$ cat src/rtl/core/mass_spring_membrane_step_macros.svh
// ----------------------------------------------------------------------------
// mass_spring_membrane_step_macros
// Assertion macros shared by the membrane step modules.
// ----------------------------------------------------------------------------
`ifndef MASS_SPRING_MEMBRANE_STEP_MACROS_SVH
`define MASS_SPRING_MEMBRANE_STEP_MACROS_SVH
`ifndef SYNTHESIS
// condition that must hold at every edge
`define MSM_ASSERT(lbl, cond) \
	lbl: assert property (@(posedge clk) disable iff (!arst_n) (cond)) \
		else $error("msm: check failed");
// consequence that must hold in the cycle after the antecedent
`define MSM_ASSERT_NEXT(lbl, ante, cons) \
	lbl: assert property (@(posedge clk) disable iff (!arst_n) (ante) |=> (cons)) \
		else $error("msm: check failed");
`else
`define MSM_ASSERT(lbl, cond)
`define MSM_ASSERT_NEXT(lbl, ante, cons)
`endif
`endif

$ cat src/rtl/core/msm_pkg.sv
// ----------------------------------------------------------------------------
// msm_pkg
// Shared codes, command bundle and defaults of the membrane step block.
// ----------------------------------------------------------------------------
package msm_pkg;

	localparam int GRID_MAX_DEF = 64;

	// item actions
	localparam logic [2:0] ACT_TICK    = 3'd0;
	localparam logic [2:0] ACT_SET     = 3'd1;
	localparam logic [2:0] ACT_FORCE   = 3'd2;
	localparam logic [2:0] ACT_PATTERN = 3'd3;
	localparam logic [2:0] ACT_READ    = 3'd4;

	// datapath commands
	localparam logic [3:0] CMD_NONE    = 4'd0;
	localparam logic [3:0] CMD_CLEAR   = 4'd1;
	localparam logic [3:0] CMD_UPDATE  = 4'd2;
	localparam logic [3:0] CMD_FORCE   = 4'd3;
	localparam logic [3:0] CMD_PREP    = 4'd4;
	localparam logic [3:0] CMD_PATTERN = 4'd5;
	localparam logic [3:0] CMD_SET     = 4'd6;
	localparam logic [3:0] CMD_ADDF_RD = 4'd7;
	localparam logic [3:0] CMD_ADDF_WR = 4'd8;
	localparam logic [3:0] CMD_READ    = 4'd9;

	// neighbour steps of the force pass
	localparam logic [3:0] NB_SELF   = 4'd0;
	localparam logic [3:0] NB_LEFT   = 4'd1;
	localparam logic [3:0] NB_RIGHT  = 4'd2;
	localparam logic [3:0] NB_UP     = 4'd3;
	localparam logic [3:0] NB_DOWN   = 4'd4;
	localparam logic [3:0] NB_UL     = 4'd5;
	localparam logic [3:0] NB_DR     = 4'd6;
	localparam logic [3:0] NB_ANTI_A = 4'd7;
	localparam logic [3:0] NB_ANTI_B = 4'd8;
	localparam logic [3:0] NB_LAST   = NB_ANTI_B;

	// register indexes
	localparam logic [2:0] REG_GRID_SIZE     = 3'd0;
	localparam logic [2:0] REG_SPRING_ORTH   = 3'd1;
	localparam logic [2:0] REG_SPRING_DIAG   = 3'd2;
	localparam logic [2:0] REG_SPRING_GROUND = 3'd3;
	localparam logic [2:0] REG_DAMP_ORTH     = 3'd4;
	localparam logic [2:0] REG_DAMP_DIAG     = 3'd5;
	localparam logic [2:0] REG_DAMP_GROUND   = 3'd6;

	localparam logic [6:0]        GRID_SIZE_RST   = 7'd50;
	localparam logic signed [17:0] SPRING_ORTH_RST = 18'sd3277;
	localparam logic signed [17:0] DAMP_ORTH_RST   = 18'sd6554;

	typedef struct packed {
		logic [3:0] op;
		logic [3:0] nb;
		logic       accept;
		logic       load_out;
	} cmd_t;

endpackage

$ cat src/rtl/core/msm_ctrl.sv
// ----------------------------------------------------------------------------
// msm_ctrl
// Sequencer: clearing sweep, tick passes, pattern sweep and item handshakes.
// ----------------------------------------------------------------------------
`include "mass_spring_membrane_step_macros.svh"

module msm_ctrl #(
	parameter int GRID_MAX = msm_pkg::GRID_MAX_DEF,
	localparam int CW = $clog2(GRID_MAX)
) (
	input  logic          clk,
	input  logic          arst_n,
	input  logic          in_valid,
	output logic          in_ready,
	input  logic [2:0]    action,
	output logic          out_valid,
	input  logic          out_ready,
	input  logic [CW:0]   grid_n,
	output msm_pkg::cmd_t cmd,
	output logic [CW-1:0] ci,
	output logic [CW-1:0] cj
);
	import msm_pkg::*;

	localparam logic [3:0] S_CLEAR   = 4'd0;
	localparam logic [3:0] S_IDLE    = 4'd1;
	localparam logic [3:0] S_UPDATE  = 4'd2;
	localparam logic [3:0] S_DRAIN_U = 4'd3;
	localparam logic [3:0] S_FORCE   = 4'd4;
	localparam logic [3:0] S_DRAIN_F = 4'd5;
	localparam logic [3:0] S_PREP    = 4'd6;
	localparam logic [3:0] S_PATTERN = 4'd7;
	localparam logic [3:0] S_SET     = 4'd8;
	localparam logic [3:0] S_ADDF_RD = 4'd9;
	localparam logic [3:0] S_ADDF_WR = 4'd10;
	localparam logic [3:0] S_READ    = 4'd11;
	localparam logic [3:0] S_DONE    = 4'd12;

	localparam logic [2:0] DRAIN_UPD = 3'd2;
	localparam logic [2:0] DRAIN_FRC = 3'd6;

	logic [3:0]    state_q;
	logic [CW-1:0] ci_q, cj_q;
	logic [3:0]    nb_q;
	logic [2:0]    dcnt_q;
	logic          out_valid_q;
	logic [CW-1:0] last;
	logic          row_end, cell_end, accept;

	assign last     = (state_q == S_CLEAR) ? CW'(GRID_MAX - 1) : CW'(grid_n - 1'b1);
	assign row_end  = cj_q == last;
	assign cell_end = row_end && ci_q == last;
	assign in_ready = state_q == S_IDLE;
	assign accept   = in_valid && in_ready;
	assign out_valid = out_valid_q;
	assign ci = ci_q;
	assign cj = cj_q;

	always_comb begin
		cmd.nb       = nb_q;
		cmd.accept   = accept;
		cmd.load_out = state_q == S_DONE && (!out_valid_q || out_ready);
		case (state_q)
			S_CLEAR:   cmd.op = CMD_CLEAR;
			S_UPDATE:  cmd.op = CMD_UPDATE;
			S_FORCE:   cmd.op = CMD_FORCE;
			S_PREP:    cmd.op = CMD_PREP;
			S_PATTERN: cmd.op = CMD_PATTERN;
			S_SET:     cmd.op = CMD_SET;
			S_ADDF_RD: cmd.op = CMD_ADDF_RD;
			S_ADDF_WR: cmd.op = CMD_ADDF_WR;
			S_READ:    cmd.op = CMD_READ;
			default:   cmd.op = CMD_NONE;
		endcase
	end

	always_ff @(posedge clk or negedge arst_n) begin
		if (!arst_n) begin
			state_q     <= S_CLEAR;
			ci_q        <= '0;
			cj_q        <= '0;
			nb_q        <= NB_SELF;
			dcnt_q      <= '0;
			out_valid_q <= 1'b0;
		end else begin
			if (cmd.load_out)
				out_valid_q <= 1'b1;
			else if (out_ready)
				out_valid_q <= 1'b0;

			case (state_q)
				S_CLEAR, S_UPDATE, S_PATTERN: begin
					if (cell_end) begin
						ci_q <= '0;
						cj_q <= '0;
						dcnt_q <= DRAIN_UPD;
						case (state_q)
							S_CLEAR:  state_q <= S_IDLE;
							S_UPDATE: state_q <= S_DRAIN_U;
							default:  state_q <= S_DONE;
						endcase
					end else if (row_end) begin
						cj_q <= '0;
						ci_q <= ci_q + 1'b1;
					end else begin
						cj_q <= cj_q + 1'b1;
					end
				end
				S_IDLE: begin
					if (accept) begin
						case (action)
							ACT_TICK:    state_q <= S_UPDATE;
							ACT_SET:     state_q <= S_SET;
							ACT_FORCE:   state_q <= S_ADDF_RD;
							ACT_PATTERN: state_q <= S_PREP;
							ACT_READ:    state_q <= S_READ;
							default:     state_q <= S_DONE;
						endcase
					end
				end
				S_DRAIN_U: begin
					dcnt_q <= dcnt_q - 1'b1;
					if (dcnt_q == '0)
						state_q <= S_FORCE;
				end
				S_FORCE: begin
					if (nb_q == NB_LAST) begin
						nb_q <= NB_SELF;
						if (cell_end) begin
							ci_q    <= '0;
							cj_q    <= '0;
							dcnt_q  <= DRAIN_FRC;
							state_q <= S_DRAIN_F;
						end else if (row_end) begin
							cj_q <= '0;
							ci_q <= ci_q + 1'b1;
						end else begin
							cj_q <= cj_q + 1'b1;
						end
					end else begin
						nb_q <= nb_q + 1'b1;
					end
				end
				S_DRAIN_F: begin
					dcnt_q <= dcnt_q - 1'b1;
					if (dcnt_q == '0)
						state_q <= S_DONE;
				end
				S_PREP:    state_q <= S_PATTERN;
				S_SET:     state_q <= S_DONE;
				S_ADDF_RD: state_q <= S_ADDF_WR;
				S_ADDF_WR: state_q <= S_DONE;
				S_READ:    state_q <= S_DONE;
				S_DONE: begin
					if (cmd.load_out)
						state_q <= S_IDLE;
				end
				default: state_q <= S_IDLE;
			endcase
		end
	end

	`MSM_ASSERT_NEXT(a_busy_after_accept, in_valid && in_ready, !in_ready)
	`MSM_ASSERT_NEXT(a_result_then_idle, cmd.load_out, out_valid_q && state_q == S_IDLE)
	`MSM_ASSERT(a_nb_range, nb_q <= NB_LAST)
	`MSM_ASSERT(a_nb_only_in_force, state_q == S_FORCE || nb_q == NB_SELF)

endmodule

$ cat config.mk
export PLATFORM = sky130hd
export DESIGN_NAME = msm_ctrl
export DESIGN_NICKNAME = d
export VERILOG_FILES = /design/src/rtl/core/msm_pkg.sv /design/src/rtl/core/msm_ctrl.sv
export VERILOG_INCLUDE_DIRS = /design/src /design/src/rtl/core
export SDC_FILE = /design/constraint.sdc
export NUM_CORES = 1
export LEC_CHECK = 0
export ABC_CLOCK_PERIOD_IN_PS = 2900
export BUFFER_PORTS_ARGS = -buffer_cell sky130_fd_sc_hd__clkbuf_2
export CAP_MARGIN = 30
export CORE_MARGIN = 1
export CORE_UTILIZATION = 50
export DETAILED_ROUTE_END_ITERATION = 7
export PLACE_DENSITY_LB_ADDON = 0.1
export SYNTH_ARGS = -nofsm -noshare
export SYNTH_HDL_FRONTEND = slang
export SYNTH_SLANG_ARGS = --single-unit
$ cat constraint.sdc
create_clock -name clk -period 2.9 [get_ports clk]
set_clock_uncertainty 0.05 [all_clocks]
set_input_delay 0.435 -clock clk [delete_from_list [all_inputs] [get_ports clk]]
set_output_delay 0.435 -clock clk [all_outputs]
set_load 0.02 [all_outputs]
==> flow_summary.ini, run 1 <==
[outcome]
status = completed

[worst_setup_path]
worst_setup_path_end_kind = register
startpoint_type = register
crit_fanout = 9
crit_type = register to register
crit_required_ns = 3.04
reg2reg_from = state_q[0]$_DFFE_PN0P_
cp_data_arrival_time_ns = 2.87
rrSetupSlack_ns = 0.17
reg2reg_depth = 10
rr_endpoint = state_q[0]$_DFFE_PN0P_

[timing]
max_slew.worst_pin.slew_ns = 0.639
max_slew_margin = 0.574
fmax_ghz = 0.366
fin_setup_tns_ns = 0
fin_crit_ns = 2.73
setup_viol = 0
slew_viol_final = 0
hold_violations = 0
grt_setup_unrepaired = no
min_period_over_period = 0.943

[clocking]
numCtsBuffers = 3
cts_sinks = 24
cts-root-buf = clkbuf_8
path_clk_slew_ns = 0.09
cts_tree = built
h-tree-depth = 1
ctsHoldBuffers = 0
clk-insertion-delay-late_ns = 0.27
clockBufferDepth = 2

[synth]
synthCells = 235
ys.flop_type = dfrtp_1
ys_seq_area_frac = 0.299
synth-edff-count = 0
syn_nets = 260
synthAdderAreaFrac = 0.0686
async_reset_ff_frac = 1.00
synth_warnings = 0
synthesis.area_um2 = 2010
synth_top_family_by_area = simple AND/OR/NAND/NOR gates
synthXorXnorAreaFrac = 0.0667
synth-simple-area-share = 0.233
yosys_register_bits = 24
synth_compound_area_frac = 0.233
yosysUniqueCellTypes = 58
synth.avg_cell_area_um2 = 8.54
synthMuxAreaShare = 0.0436

[floorplanning]
start_util = 0.536
core_area_um2 = 3740
ios = 38
num_rows = 22
dieWidth_um = 65.4
die_h_um = 65.4
dieArea_um2 = 4270

[detailed_routing]
dr_total_vias = 1893
ant_nets = 0
vias_per_cell = 5.75
firstDrtPassIters = 4
drcViolationCount = 0
drt-total-wl_um = 4540
drt_iter0_drc = 189
routedWlPerCell_um = 13.8

[placed_design]
dp_hpwl_um = 3450
placed_cells = 324
port_buffers = 36
place.gp.congestion = 0.856

[global_routing]
grt_pass1_vias = 1640
grt_pass1_wl_um = 7560
grt_usage = 0.226
grt_overflow = 0
antenna_found_initial = 0
grt_max_degree = 25

[finish]
fin_cells = 329
drive_gt1_frac = 0.253
antennaDiodeCount = 0
areaGrowthSynthToFinish_pct = 18.6
most-common-layout-cells = 36 x clkbuf_2, 24 x dfrtp_1, 23 x nand2_1
final_common_cell = clkbuf_2
layout.nets = 307

[power_and_ir_drop]
max-vdd-ir-drop_v = 0.000415
pwr_density_cell_nw_per_um2 = 971
power_leakage_nw = 1.13

[min_path]
hold_class = input pin to asynchronous set/reset pin

[run]
cap_violations = 0
-- cells by family (layout without fill, tap and decap cells) --
| group | count (synthesis) | after routing |
|---|---|---|
| flops | 24 | 24 |
| xor+xnor | 12 | 12 |
| mux | 8 | 8 |
| fa+ha+maj | 11 | 11 |
| compound gates | 67 | 67 |
| simple gates | 89 | 89 |
| buf+inv | 24 | 70 |
-- layout make-up --
type	instances	area, um^2
clock buffers	4	55.1
fillers	342	1360
inverters	16	73.8
multi-input cells	187	1310
flip-flops and latches	24	601
well taps	48	60.1
repair buffers	50	285
-- where the power goes --
part | internal [W] | switching [W] | total [W]
sequential | 0.000457 | 0.000147 | 0.000604
combinational | 0.000631 | 0.000847 | 0.00148
clock | 0.000121 | 0.000109 | 0.000230
-- what timing repair did --
item	in CTS	in global routing
pin swaps	0	1
endpoints found under the setup margin	1	3
setup buffers	0	1
hold endpoints to repair	0	0
cloned	0	0
gates resized for setup	1	1
-- cell usage after synthesis, types with 3 or more instances --
cell	count	area, um^2
a22o_1	5	43.8
mux2i_1	5	50.1
o22ai_1	6	37.5
inv_1	15	56.3
clkbuf_1	3	11.3
a31oi_1	3	18.8
buf_2	3	15.0
a21oi_1	7	35.0
nand2_1	23	86.3
nand3_1	11	55.1
dfrtp_1	24	601
nand2b_1	3	18.8
a21o_1	5	37.5
o21ai_0	22	110
and3_1	3	18.8
xor2_1	5	43.8
ha_1	11	138
xnor2_1	5	43.8
nor3_1	8	40.0
nor2_1	18	67.6
-- sequential cells by signal, summed over array words and instances (netlist names) --
name / flops
state_q: 4
cj: 6
ci: 6
dcnt_q: 3
out_valid: 1
nb_q: 4
-- per-layer routing --
| layer | up-vias | part of all wire | GRT usage |
|---|---|---|---|
| met3 | 4 | 0.022 | 0.0260 |
| li1 | 957 | - | - |
| met2 | 23 | 0.46 | 0.362 |
| met5 | - | 0 | 0 |
| met4 | 0 | 0.0070 | 0.0408 |
| met1 | 909 | 0.51 | 0.327 |
-- critical path: stages, from the launching register on --
cell and delay, ns:
dfrtp_1 0.38, inv_1 0.07, ha_1 0.21, nor3b_2 0.19
buf_4 0.17, or4_1 0.56, a211oi_4 0.26, nand2_2 0.12
o31ai_4 0.28, buf_4 0.18, mux2i_1 0.19
-- per-stage QoR --
| stage | setup WS (ns) | total power [W] | instance area [um^2] | utilization | hold WS, ns |
|---|---|---|---|---|---|
| after CTS | 0.112 | 0.00231 | 2370 | 0.632 | 0.140 |
| final | 0.165 | 0.00231 | 2380 | 0.636 | 0.121 |
| after global routing | 0.0331 | 0.00252 | 2380 | 0.636 | 0.155 |
| after floorplan | 0.120 | 0.00164 | 2010 | - | 0.0894 |
| after global placement | 0.0421 | 0.00204 | 2310 | 0.616 | 0.427 |
| after detailed placement | 0.0120 | 0.00207 | 2310 | 0.616 | 0.433 |
-- how the worst max path moves through the flow --
stage                                      start                     end  slack (ns)  cells past startpoint
after detailed placement               grid_n[1]       ci[5]$_DFFE_PN0P_        0.01                     10
after CTS                 state_q[0]$_DFFE_PN0P_  state_q[0]$_DFFE_PN0P_        0.11                     10
after floorplan                        grid_n[0]  state_q[1]$_DFFE_PN0P_        0.12                      9
final                     state_q[0]$_DFFE_PN0P_  state_q[0]$_DFFE_PN0P_        0.17                     10
after global routing      state_q[0]$_DFFE_PN0P_  state_q[0]$_DFFE_PN0P_        0.03                     10
after global placement                 grid_n[1]       ci[5]$_DFFE_PN0P_        0.04                     10
(Power assumes the default switching activity.)
==> run 2: changes to the inputs <==
RECOVER_POWER = 25   (was not set)
==> run 2 against run 1 <==
Against the previous run:
- sequential cell count unchanged
- final area about the same
- critical path type unchanged
- largest power group unchanged
- clock power about the same
- non-clock buffer count unchanged
- critical endpoint unchanged
- critical path depth unchanged
==> flow_summary.ini, run 2 (synthesized netlist as in run 1, its figures left out) <==
[outcome]
status = completed

[timing]
slew_viol_final = 0
max_slew.worst_pin.slew_ns = 1.37
fin_setup_tns_ns = 0
fin_crit_ns = 2.73
grt_setup_unrepaired = no
max_slew_margin = 0.0870
fin_hold_ws_ns = 0.407
fmax_ghz = 0.366
worst_slack_ns = 0.165
min_period_over_period = 0.943
hold_violations = 0
setup_viol = 0

[placed_design]
pre_cts_ws_ns = 0.0120
place.gp.congestion = 0.856
port_buffers = 36
dp_hpwl_um = 3450

[worst_setup_path]
crit_type = register to register
rrSetupSlack_ns = 0.17
cp_common_cell = buf_4
crit_fanout = 9
crit_start = state_q[0]$_DFFE_PN0P_
path_cells = inv_1 -> ha_1 -> nor3b_2 -> buf_4 -> or4_1 -> a211oi_4 -> nand2_2 -> o31ai_4 -> buf_4 -> mux2i_1
startpoint_type = register
crit_required_ns = 3.04
crit_family = simple AND/OR/NAND/NOR gates
reg2reg_from = state_q[0]$_DFFE_PN0P_
worst_setup_path_end_kind = register
crit_slowest_cell = or4_1
slowest_delay_ns = 0.56
critPathBufInv = 3
cp_data_arrival_time_ns = 2.87

[floorplanning]
num_rows = 22
ios = 38
die_h_um = 65.4
core_area_um2 = 3740
dieArea_um2 = 4270
start_util = 0.536
dieWidth_um = 65.4

[power_and_ir_drop]
pwr_density_cell_nw_per_um2 = 971
p_total_w = 0.00231
max-vdd-ir-drop_v = 0.000415
power_leakage_nw = 1.13

[global_routing]
grt_pass1_wl_um = 7560
grt_max_degree = 25
grt_usage = 0.226
grt_pass1_vias = 1640
antenna_found_initial = 0
grt_overflow = 0

[run]
cap_violations = 0

[detailed_routing]
ant_nets = 0
firstDrtPassIters = 4
drt_iter0_drc = 189
routedWlPerCell_um = 13.8
dr_total_vias = 1897
drcViolationCount = 0
drt-total-wl_um = 4540
vias_per_cell = 5.77

[clocking]
cts_tree = built
h-tree-depth = 1
clk-insertion-delay-late_ns = 0.27
cts-root-buf = clkbuf_8
cts_sinks = 24
numCtsBuffers = 3
clockBufferDepth = 2
path_clk_slew_ns = 0.09

[finish]
most-common-layout-cells = 35 x clkbuf_2, 24 x dfrtp_1, 23 x nand2_1
drive_gt1_frac = 0.249
final_common_cell = clkbuf_2
antennaDiodeCount = 0
areaGrowthSynthToFinish_pct = 18.6
layout.nets = 307

[min_path]
hold_class = input pin to asynchronous set/reset pin
## run 2: cell counts in the layout (fill, tap and decap cells not counted)
Identical to the previous run, type by type.
## run 2: final cells by class
type / count / area [um^2]
tap: 48 / 60.1
fill: 342 / 1360
timing repair buffer: 50 / 284
sequential: 24 / 601
inverter: 16 / 73.8
clock buffer: 4 / 55.1
multi-input combinational: 187 / 1310
## run 2: stage by stage
step	instance area, um^2	util	cells
floorplan	2010	-	235
global placement	2310	0.616	324
detailed placement	2310	0.616	324
CTS	2370	0.632	328
global route	2380	0.636	329
finish	2380	0.636	329
## run 2: final timing paths
kind                                                to  depth (start not counted)
worst max-delay path            state_q[0]$_DFFE_PN0P_                         10
worst min-delay path                 cj[0]$_DFFE_PN0P_                          1
worst max register to register  state_q[0]$_DFFE_PN0P_                         10
worst min register to register   out_valid$_DFFE_PN0P_                          2
max in group asynchronous            ci[2]$_DFFE_PN0P_                          1
min in group clk                 out_valid$_DFFE_PN0P_                          3
## run 2: where the power goes
| part | leakage (nW) | internal [W] | total (W) | switching (W) |
|---|---|---|---|---|
| clock | 0.0288 | 0.000121 | 0.000230 | 0.000109 |
| sequential | 0.289 | 0.000457 | 0.000604 | 0.000147 |
| combinational | 0.813 | 0.000631 | 0.00148 | 0.000846 |
| total | 1.13 | 0.00121 | 0.00231 | 0.00110 |
## run 2: layer usage
layer	GRT usage	vias to the layer above	wire length, um
li1	-	957	-
met1	0.327	913	2310
met2	0.362	23	2100
met3	0.0260	4	100
met4	0.0408	0	32
met5	0	-	0
## run 2: repair_timing
| item | in CTS | in global routing |
|---|---|---|
| setup buffers | 0 | 1 |
| hold buffers | 0 | 0 |
| pin swaps | 0 | 1 |
| endpoints found under the setup margin | 1 | 3 |
| resized for setup | 1 | 1 |
## run 2: worst register-to-register path: cells and delay by family, from the launching register on
family | cells | cell delay (ns)
AND/OR/NAND/NOR | 3 | 0.87
AO/OA/AOI/OAI | 2 | 0.54
buffers and inverters | 3 | 0.42
flip-flops | 1 | 0.38
adder cells (fa/ha/maj) | 1 | 0.21
multiplexers | 1 | 0.19
==> run 3: changes to the inputs <==
ABC_AREA = 1   (was not set)
ABC_CLOCK_PERIOD_IN_PS = not set   (was 2900)
==> run 3 against run 2 <==
Against the previous run:
- critical path depth increased by 2
- hold slack got worse by 0.027 ns
- maximum frequency increased by 19%
- non-clock buffer count decreased by 14
- power decreased by 6.5%
- sequential cell count unchanged
- first-iteration DRC count decreased by 65%
- cell count increased by 12%
- register-to-register slack improved by 0.44 ns
- area after synthesis decreased by 3.5%
- critical path type unchanged
- critical endpoint is now state_q[1]$_DFFE_PN0P_
- largest power group unchanged
==> flow_summary.ini, run 3 <==
[detailed_routing]
routedWlPerCell_um = 10.4
vias_per_cell = 4.97
drt_iter0_drc = 66
firstDrtPassIters = 4
drcViolationCount = 0
drt-total-wl_um = 3820
ant_nets = 0
dr_total_vias = 1825

[placed_design]
place.gp.congestion = 0.887
place_area_um2 = 2150
dp_hpwl_um = 3030
port_buffers = 36

[worst_setup_path]
worst_setup_path_end_kind = register
crit_slowest_cell = dfrtp_1
slowest_delay_ns = 0.43
crit_fanout = 19
rrSetupSlack_ns = 0.61
path_cells = inv_1 -> ha_1 -> nand2_4 -> nand2_1 -> xor2_1 -> nand3_1 -> nor2_4 -> nand2_4 -> nand2_4 -> nand2_2 -> nand2_1 -> nand2_1
cp_data_arrival_time_ns = 2.40
crit_type = register to register
startpoint_type = register
reg2reg_from = state_q[1]$_DFFE_PN0P_
crit_required_ns = 3.01
reg2reg_depth = 12
rr_endpoint = state_q[1]$_DFFE_PN0P_

[synth]
synthTopCellsByArea = dfrtp_1 31%, nand2_1 15%, inv_1 9.1%
synthesis.area_um2 = 1940
async_reset_ff_frac = 1.00
synth.avg_cell_area_um2 = 6.87
syn_nets = 307
synth_warnings = 0
yosys_register_bits = 24
synthTopCellsByCount = 77 x nand2_1, 47 x inv_1, 32 x nand3_1
synth_top_area_share = 0.310
synth.most_common_cell = nand2_1
synthCells = 282
synth-edff-count = 0
ys.flop_type = dfrtp_1
yosysTopAreaCell = dfrtp_1
yosysUniqueCellTypes = 28
ys_seq_area_frac = 0.310

[clocking]
cts_tree = built
ctsHoldBuffers = 0
numCtsBuffers = 3
cts_sinks = 24
cts-root-buf = clkbuf_8
h-tree-depth = 1
path_clk_slew_ns = 0.08
clockBufferDepth = 2
postCtsSetupBuffers = 0
clk-insertion-delay-late_ns = 0.26
post_cts_resize_count = 0

[floorplanning]
start_util = 0.525
dieWidth_um = 64.2
dieArea_um2 = 4130
ios = 38
die_h_um = 64.2
num_rows = 22
core_area_um2 = 3690

[timing]
fin_setup_tns_ns = 0
grt_setup_unrepaired = no
slew_viol_final = 0
fmax_ghz = 0.436
fin_crit_ns = 2.29
max_slew_margin = 0.129
min_period_over_period = 0.791
hold_violations = 0
setup_viol = 0
max_slew.worst_pin.slew_ns = 1.31

[min_path]
min_from = out_ready
worstHoldEndpoint = out_valid$_DFFE_PN0P_
hold_class = input pin to register
min_delay_path_depth = 3

[outcome]
status = completed

[global_routing]
grt_pass1_wl_um = 6470
grt_max_degree = 25
grt_overflow = 0
antenna_found_initial = 0
grt_pass1_vias = 1569
grt_usage = 0.197

[finish]
drive_gt1_frac = 0.179
layout.nets = 345
final_cell_area_um2 = 2220
most-common-layout-cells = 77 x nand2_1, 47 x inv_1, 35 x clkbuf_2
antennaDiodeCount = 0
areaGrowthSynthToFinish_pct = 14.5
final_common_cell = nand2_1

[power_and_ir_drop]
power_leakage_nw = 1.28
pwr_density_cell_nw_per_um2 = 975
p_total_w = 0.00216
max-vdd-ir-drop_v = 0.000512

[run]
cap_violations = 0
-- run 3: per-stage QoR --
step           utilization  cells  hold WS, ns  setup slack (ns)
4_1_cts              0.601    367        0.126             0.600
3_3_place_gp         0.582    363        0.406             0.637
3_5_place_dp         0.582    363        0.411             0.619
2_1_floorplan            -    282       0.0894             0.933
6_report             0.601    367        0.380             0.607
5_1_grt              0.601    367        0.412             0.355
-- run 3: kinds of logic (layout without fill, tap and decap cells) --
group,count (synthesis),count (layout),share of synthesized area
simple gates,162,162,0.399
buf+inv,53,90,0.112
flops,24,24,0.310
compound gates,23,23,0.0672
fa+ha+maj,11,11,0.0711
xor+xnor,9,9,0.0407
-- run 3: worst max-delay path by stage --
stage / start / endpoint / slack (ns) / cells past startpoint
finish: state_q[1]$_DFFE_PN0P_ / state_q[1]$_DFFE_PN0P_ / 0.61 / 12
global route: state_q[1]$_DFFE_PN0P_ / state_q[1]$_DFFE_PN0P_ / 0.36 / 12
CTS: state_q[1]$_DFFE_PN0P_ / ci[1]$_DFFE_PN0P_ / 0.60 / 10
detailed placement: state_q[1]$_DFFE_PN0P_ / state_q[1]$_DFFE_PN0P_ / 0.62 / 12
global placement: state_q[1]$_DFFE_PN0P_ / dcnt_q[0]$_DFFE_PN0P_ / 0.64 / 12
floorplan: state_q[1]$_DFFE_PN0P_ / ci[2]$_DFFE_PN0P_ / 0.93 / 13
-- run 3: power breakdown --
part	internal (W)	switching, W
Combinational	0.000453	0.000843
Sequential	0.000452	0.000122
Clock	0.000184	0.000106
Total	0.00109	0.00107
-- run 3: metal layers --
layer | part of all wire | wire (um) | global-route usage | up-vias
li1 | - | - | - | 980
met1 | 0.48 | 1850 | 0.246 | 812
met2 | 0.49 | 1860 | 0.355 | 29
met3 | 0.024 | 91 | 0.0214 | 4
met4 | 0.0065 | 25 | 0.0528 | 0
met5 | 0 | 0 | 0 | -
-- run 3: final cells by class --
cell class	instances	area (um^2)
Tap cell	48	60.1
Timing Repair Buffer	36	179
Multi-Input combinational cell	205	1120
Sequential cell	24	601
Clock buffer	3	41.3
Inverter	50	188
Fill cell	359	1470
Clock inverter	1	30.0
-- run 3: worst max-delay path: cells and delay by family, from the launching register on --
kind,cells,cell delay (ns)
xor+xnor,1,0.15
fa+ha+maj,1,0.33
buf+inv,1,0.14
flops,1,0.43
simple gates,9,1.09
